$ cat src/rtl/core/tll_ram.sv
module tll_ram #(
	parameter int WIDTH = 8,
	parameter int DEPTH = 16
) (
	input  logic                     clk,
	input  logic                     we,
	input  logic [$clog2(DEPTH)-1:0] waddr,
	input  logic [WIDTH-1:0]         wdata,
	input  logic [$clog2(DEPTH)-1:0] raddr,
	output logic [WIDTH-1:0]         rdata
);

	logic [WIDTH-1:0] mem [DEPTH];
	logic [WIDTH-1:0] rdata_q;

	always_ff @(posedge clk) begin
		if (we) begin
			mem[waddr] <= wdata;
		end
		rdata_q <= mem[raddr];
	end

	assign rdata = rdata_q;

endmodule

$ cat config.mk
export PLATFORM = sky130hd
export DESIGN_NAME = tll_ram
export DESIGN_NICKNAME = d
export VERILOG_FILES = /design/src/rtl/core/tll_ram.sv
export SDC_FILE = /design/constraint.sdc
export NUM_CORES = 1
export LEC_CHECK = 0
export BUFFER_PORTS_ARGS = -buffer_cell sky130_fd_sc_hd__buf_4
export CELL_PAD_IN_SITES_DETAIL_PLACEMENT = 0
export CELL_PAD_IN_SITES_GLOBAL_PLACEMENT = 2
export CORE_MARGIN = 2
export CORE_UTILIZATION = 45
export DETAILED_ROUTE_END_ITERATION = 8
export GPL_ROUTABILITY_DRIVEN = 0
export HOLD_SLACK_MARGIN = 0.03
export PLACE_DENSITY_LB_ADDON = 0.1
export SETUP_SLACK_MARGIN = 0.05
export SYNTH_ARGS = -nofsm -noshare
export SYNTH_HDL_FRONTEND = slang
export SYNTH_SLANG_ARGS = --single-unit
$ cat constraint.sdc
create_clock -name clk -period 4.36 [get_ports clk]
set_input_delay 0.218 -clock clk [delete_from_list [all_inputs] [get_ports clk]]
set_output_delay 0.218 -clock clk [all_outputs]
set_load 0.01 [all_outputs]
* Yosys cells after proc, flatten, opt, wreduce, memory -nomap -nowiden *
Memories as Yosys holds them, arrays and structs flattened. A register that Yosys moved wholly into a read port is not among the register bits.
Cells that the tools add are included.

operators by class
  $add $sub $neg = 0
  multiply operators = 0
  divide/modulo/power cells = 0
  magnitude comparators = 0
  equality and inequality tests = 0
  shift-type cells = 0
  mux-type cells = 2
  bitwise gates (word level) = 0
  reduce and logical (&&, ||, !) cells = 0

operators with widths
  operator  count
  $mux W1   2

word-level totals
  bits in registers = 0
  bits in latches = 0
  RAM bits = 128
  ROM bits = 0
  logic and storage cells = 3
  memories = 1

memory list
  name  depth  bits a word  rd ports  clocked after Yosys merged registers in  wr ports  RTL line  text
  mem   16     8            1         1                                        1         13        logic [WIDTH-1:0] mem [DEPTH];

* Depth between registers and ports, before layout *
  depth in word-level cells = 2
  mapped depth = 5
  depth with buffers taken out = 3

* Worst setup path after synthesis *
OpenSTA, ideal clock, no wires.

  path type = input-to-reg
  from = input waddr[2]
  to = memory mem[0][0], enable pin
  data arrival time = 1.328 ns
  setup slack = 2.649 ns
  stages on the path = 2
  cells stage by stage = or3b_2 nor3_1

RTL lines
  element      RTL line  text
  from (decl)  7         input logic [$clog2(DEPTH)-1:0] waddr,
  to (decl)    13

Straight into the memory's write port.

* Worst setup path in the final report *
  from = input waddr[2]
  to = memory mem[0][0], enable pin

Straight into the memory's write port.

==> reports/metrics.cfg <==
[clock_tree]
cts_sinks = 136
cts_setup_buffers = 0
cts_tree = done
cts_buffers = 17
cts-hold-fix-buffers = 0
clk_pin_slew_worst_paths_ns = 0.05
root_buffer = clkbuf_16
clkLatencyLatePin_ns = 0.40
htree_levels = 4
post_cts_resized = 0
clk_path_buf_depth = 2

[sta]
layout_min_cycle_time_ns = 1.71
period_share_pct = 39.3
rsz0062_at_grt = no
drv_slew = 0
maxClockFrequency_mhz = 584
whs_ns = 0.119
hold_violations = 0
setup_viol_count_final = 0
clock_skew_ns = 0.00752
setup_tns_ns = 0
relSlewSlack_pct = 23.8
worst-slew-pin-transition_ns = 1.13

[setup_path]
cp_data_required_time_ns = 4.38
cp_max_fo = 8
critPathLaunch = waddr[2]
start_kind = input pin
cp.buffers_inverters = 1
cpPeakStageDelay_ns = 0.88
crit_family = simple AND/OR/NAND/NOR gates
cp-end-kind = flop
worstPathArrival_ns = 1.73
critPathSlowestCell = nor3_1
critPathKind = input pin to flop
worstReg2RegStart = mem[3][6]
worstPathCellList = buf_4 -> or3b_2 -> nor3_1

[pwr]
p_comb_share_pct = 4.5
powerDensity_nw_per_um2 = 509
p_int_mw = 2.52
pwr-share-seq_pct = 47.6
finalPower_mw = 3.09
p_sw_mw = 0.566
pwr-share-clk_pct = 47.9
ir_worst_vdd_uv = 310
swShare_pct = 18.3
p_leak_nw = 2.03

[placed_design]
portBuffers = 25
placedCellCount = 391
dp_hpwl_um = 5910
placed_cell_area_um2 = 5460

[die]
num_rows = 39
die_w_um = 111
core_area_um2 = 11300
start_util_pct = 45.7
dieArea_um2 = 12300
num_io_pins = 26
die_h_um = 111

[synth]
syn_nets = 247
yosys_warnings = 0
syn_area_per_cell_um2 = 22.5
synth_seq_cells = 136
synthesis.area_um2 = 5150
netlist-cell-type-count = 19
synth-seq-area-share_pct = 77.8
synth_cells = 229

[route]
drtPass1Iterations = 4
wirelength_um = 9910
routed_via_density = 5.57
drt_iter0_markers = 213
drt-wirelength-per-cell_um = 23.5
post-route-drc-count = 0
ant_nets = 0
via_count = 2345

[global_routing]
antenna_found_initial = 0
grt_pass1_vias = 2375
grt_max_degree = 33
grt_pass1_wl_um = 14700
grt_usage_pct = 16.9
gr-total-overflow = 0

[final_layout]
fin_area_um2 = 6070
seq_area_um2 = 4000
drive_gt1_share_pct = 26.3
area_delta_synth_final_pct = 17.9
fin_nets = 285
antenna_cells = 0
instances_no_fill = 421
fillers = 874
multi_input_area_um2 = 1060

[status]
status = finished, final reports clean

[job]
max-cap-violations = 0

[min_path]
hold_path.class = input pin to flop
worstHoldStart = wdata[1]

## stage by stage
stage / setup WS [ns] / utilization [%]
after floorplan: 2.65 / -
after global placement: 2.32 / 48.4
after detailed placement: 2.21 / 48.4
after CTS: 2.65 / 53.8
after global routing: 2.55 / 53.8
final: 2.65 / 53.8
## cell usage in the layout (no fill, tap or decap)
| cell type | Yosys | final |
|---|---|---|
| buf_4 | 1 | 29 |
| dfxtp_1 | 8 | 8 |
| and2b_1 | 1 | 1 |
| nand2_1 | 9 | 9 |
| a22oi_1 | 16 | 16 |
| clkinv_2 | 0 | 2 |
| bufinv_16 | 0 | 5 |
| nor2b_1 | 1 | 1 |
| clkbuf_1 | 0 | 1 |
| and2_1 | 1 | 1 |
| nand2b_1 | 2 | 2 |
| mux4_1 | 14 | 14 |
| clkinvlp_4 | 0 | 1 |
| nand3b_1 | 2 | 2 |
| or3b_2 | 1 | 1 |
| nor3_1 | 4 | 4 |
| nor2_1 | 13 | 13 |
| clkinv_1 | 0 | 4 |
| clkbuf_16 | 0 | 17 |
| edfxtp_1 | 128 | 128 |
| nand3_1 | 1 | 1 |
| mux4_2 | 18 | 18 |
## area by class of cell
type	count	share of cell area, %
Tap cell	143	2.95
Clock buffer	18	7.07
Timing Repair Buffer	29	3.59
Multi-Input combinational cell	83	17.4
Sequential cell	136	66.0
Clock inverter	12	3.01
## worst paths after layout
kind	endpoint	slack (ns)	depth (start not counted)
min	mem[5][1]	0.12	1
max	mem[0][0]	2.65	3
min reg2reg	rdata[2]	0.67	3
max reg2reg	rdata[6]	2.99	3
## sequential cells by signal (all words and copies together) (netlist names)
| register | cells |
|---|---|
| mem | 128 |
| rdata | 8 |
## cells in the mapped netlist
| cell type | count | share of area (%) |
|---|---|---|
| mux4_1 | 14 | 7.1 |
| buf_6 | 3 | 0.66 |
| nand3b_1 | 2 | 0.29 |
| mux4_2 | 18 | 7.9 |
| edfxtp_1 | 128 | 75 |
| clkdlybuf4s25_2 | 3 | 0.58 |
| nor3_1 | 4 | 0.39 |
| and2_1 | 1 | 0.12 |
| nor2b_1 | 1 | 0.12 |
| dfxtp_1 | 8 | 3.1 |
| nand2b_1 | 2 | 0.24 |
| nor2_1 | 13 | 0.95 |
| a22oi_1 | 16 | 2.3 |
| and2b_1 | 1 | 0.15 |
| buf_2 | 3 | 0.29 |
| or3b_2 | 1 | 0.17 |
| nand2_1 | 9 | 0.66 |
| buf_4 | 1 | 0.15 |
| nand3_1 | 1 | 0.097 |
## power by group through the flow
stage	registers, mW	clock network [mW]	logic, mW
floorplan	1.50	0	0.0742
global route	1.47	1.56	0.150
detailed placement	1.50	0	0.141
CTS	1.47	1.51	0.141
global placement	1.50	0	0.140
finish	1.47	1.48	0.139
## layer usage
layer | up-vias | routed length (µm) | GRT usage, %
li1 | 1047 | - | -
met1 | 1235 | 4850 | 24.9
met2 | 58 | 4620 | 24.3
met3 | 5 | 395 | 5.47
met4 | 0 | 55 | 5.25
met5 | - | 0 | 0
## kinds of logic (layout without fill, tap and decap cells)
| logic type | count (synthesis) | after routing | share of synthesized area (%) |
|---|---|---|---|
| buffers and inverters | 10 | 59 | 1.68 |
| muxes | 32 | 32 | 15.0 |
| and+or+nand+nor | 35 | 35 | 3.18 |
| DFF | 136 | 136 | 77.8 |
| AOI/OAI and AO/OA | 16 | 16 | 2.33 |
## worst register-to-register path, delay by kind of cell, from the launching register on
kind               cells  cell delay (ns)
muxes                  1             0.49
DFF                    1             0.36
AOI/OAI and AO/OA      1             0.32
and+or+nand+nor        1             0.08
No activity file was read; power rests on OpenSTA's default activity.
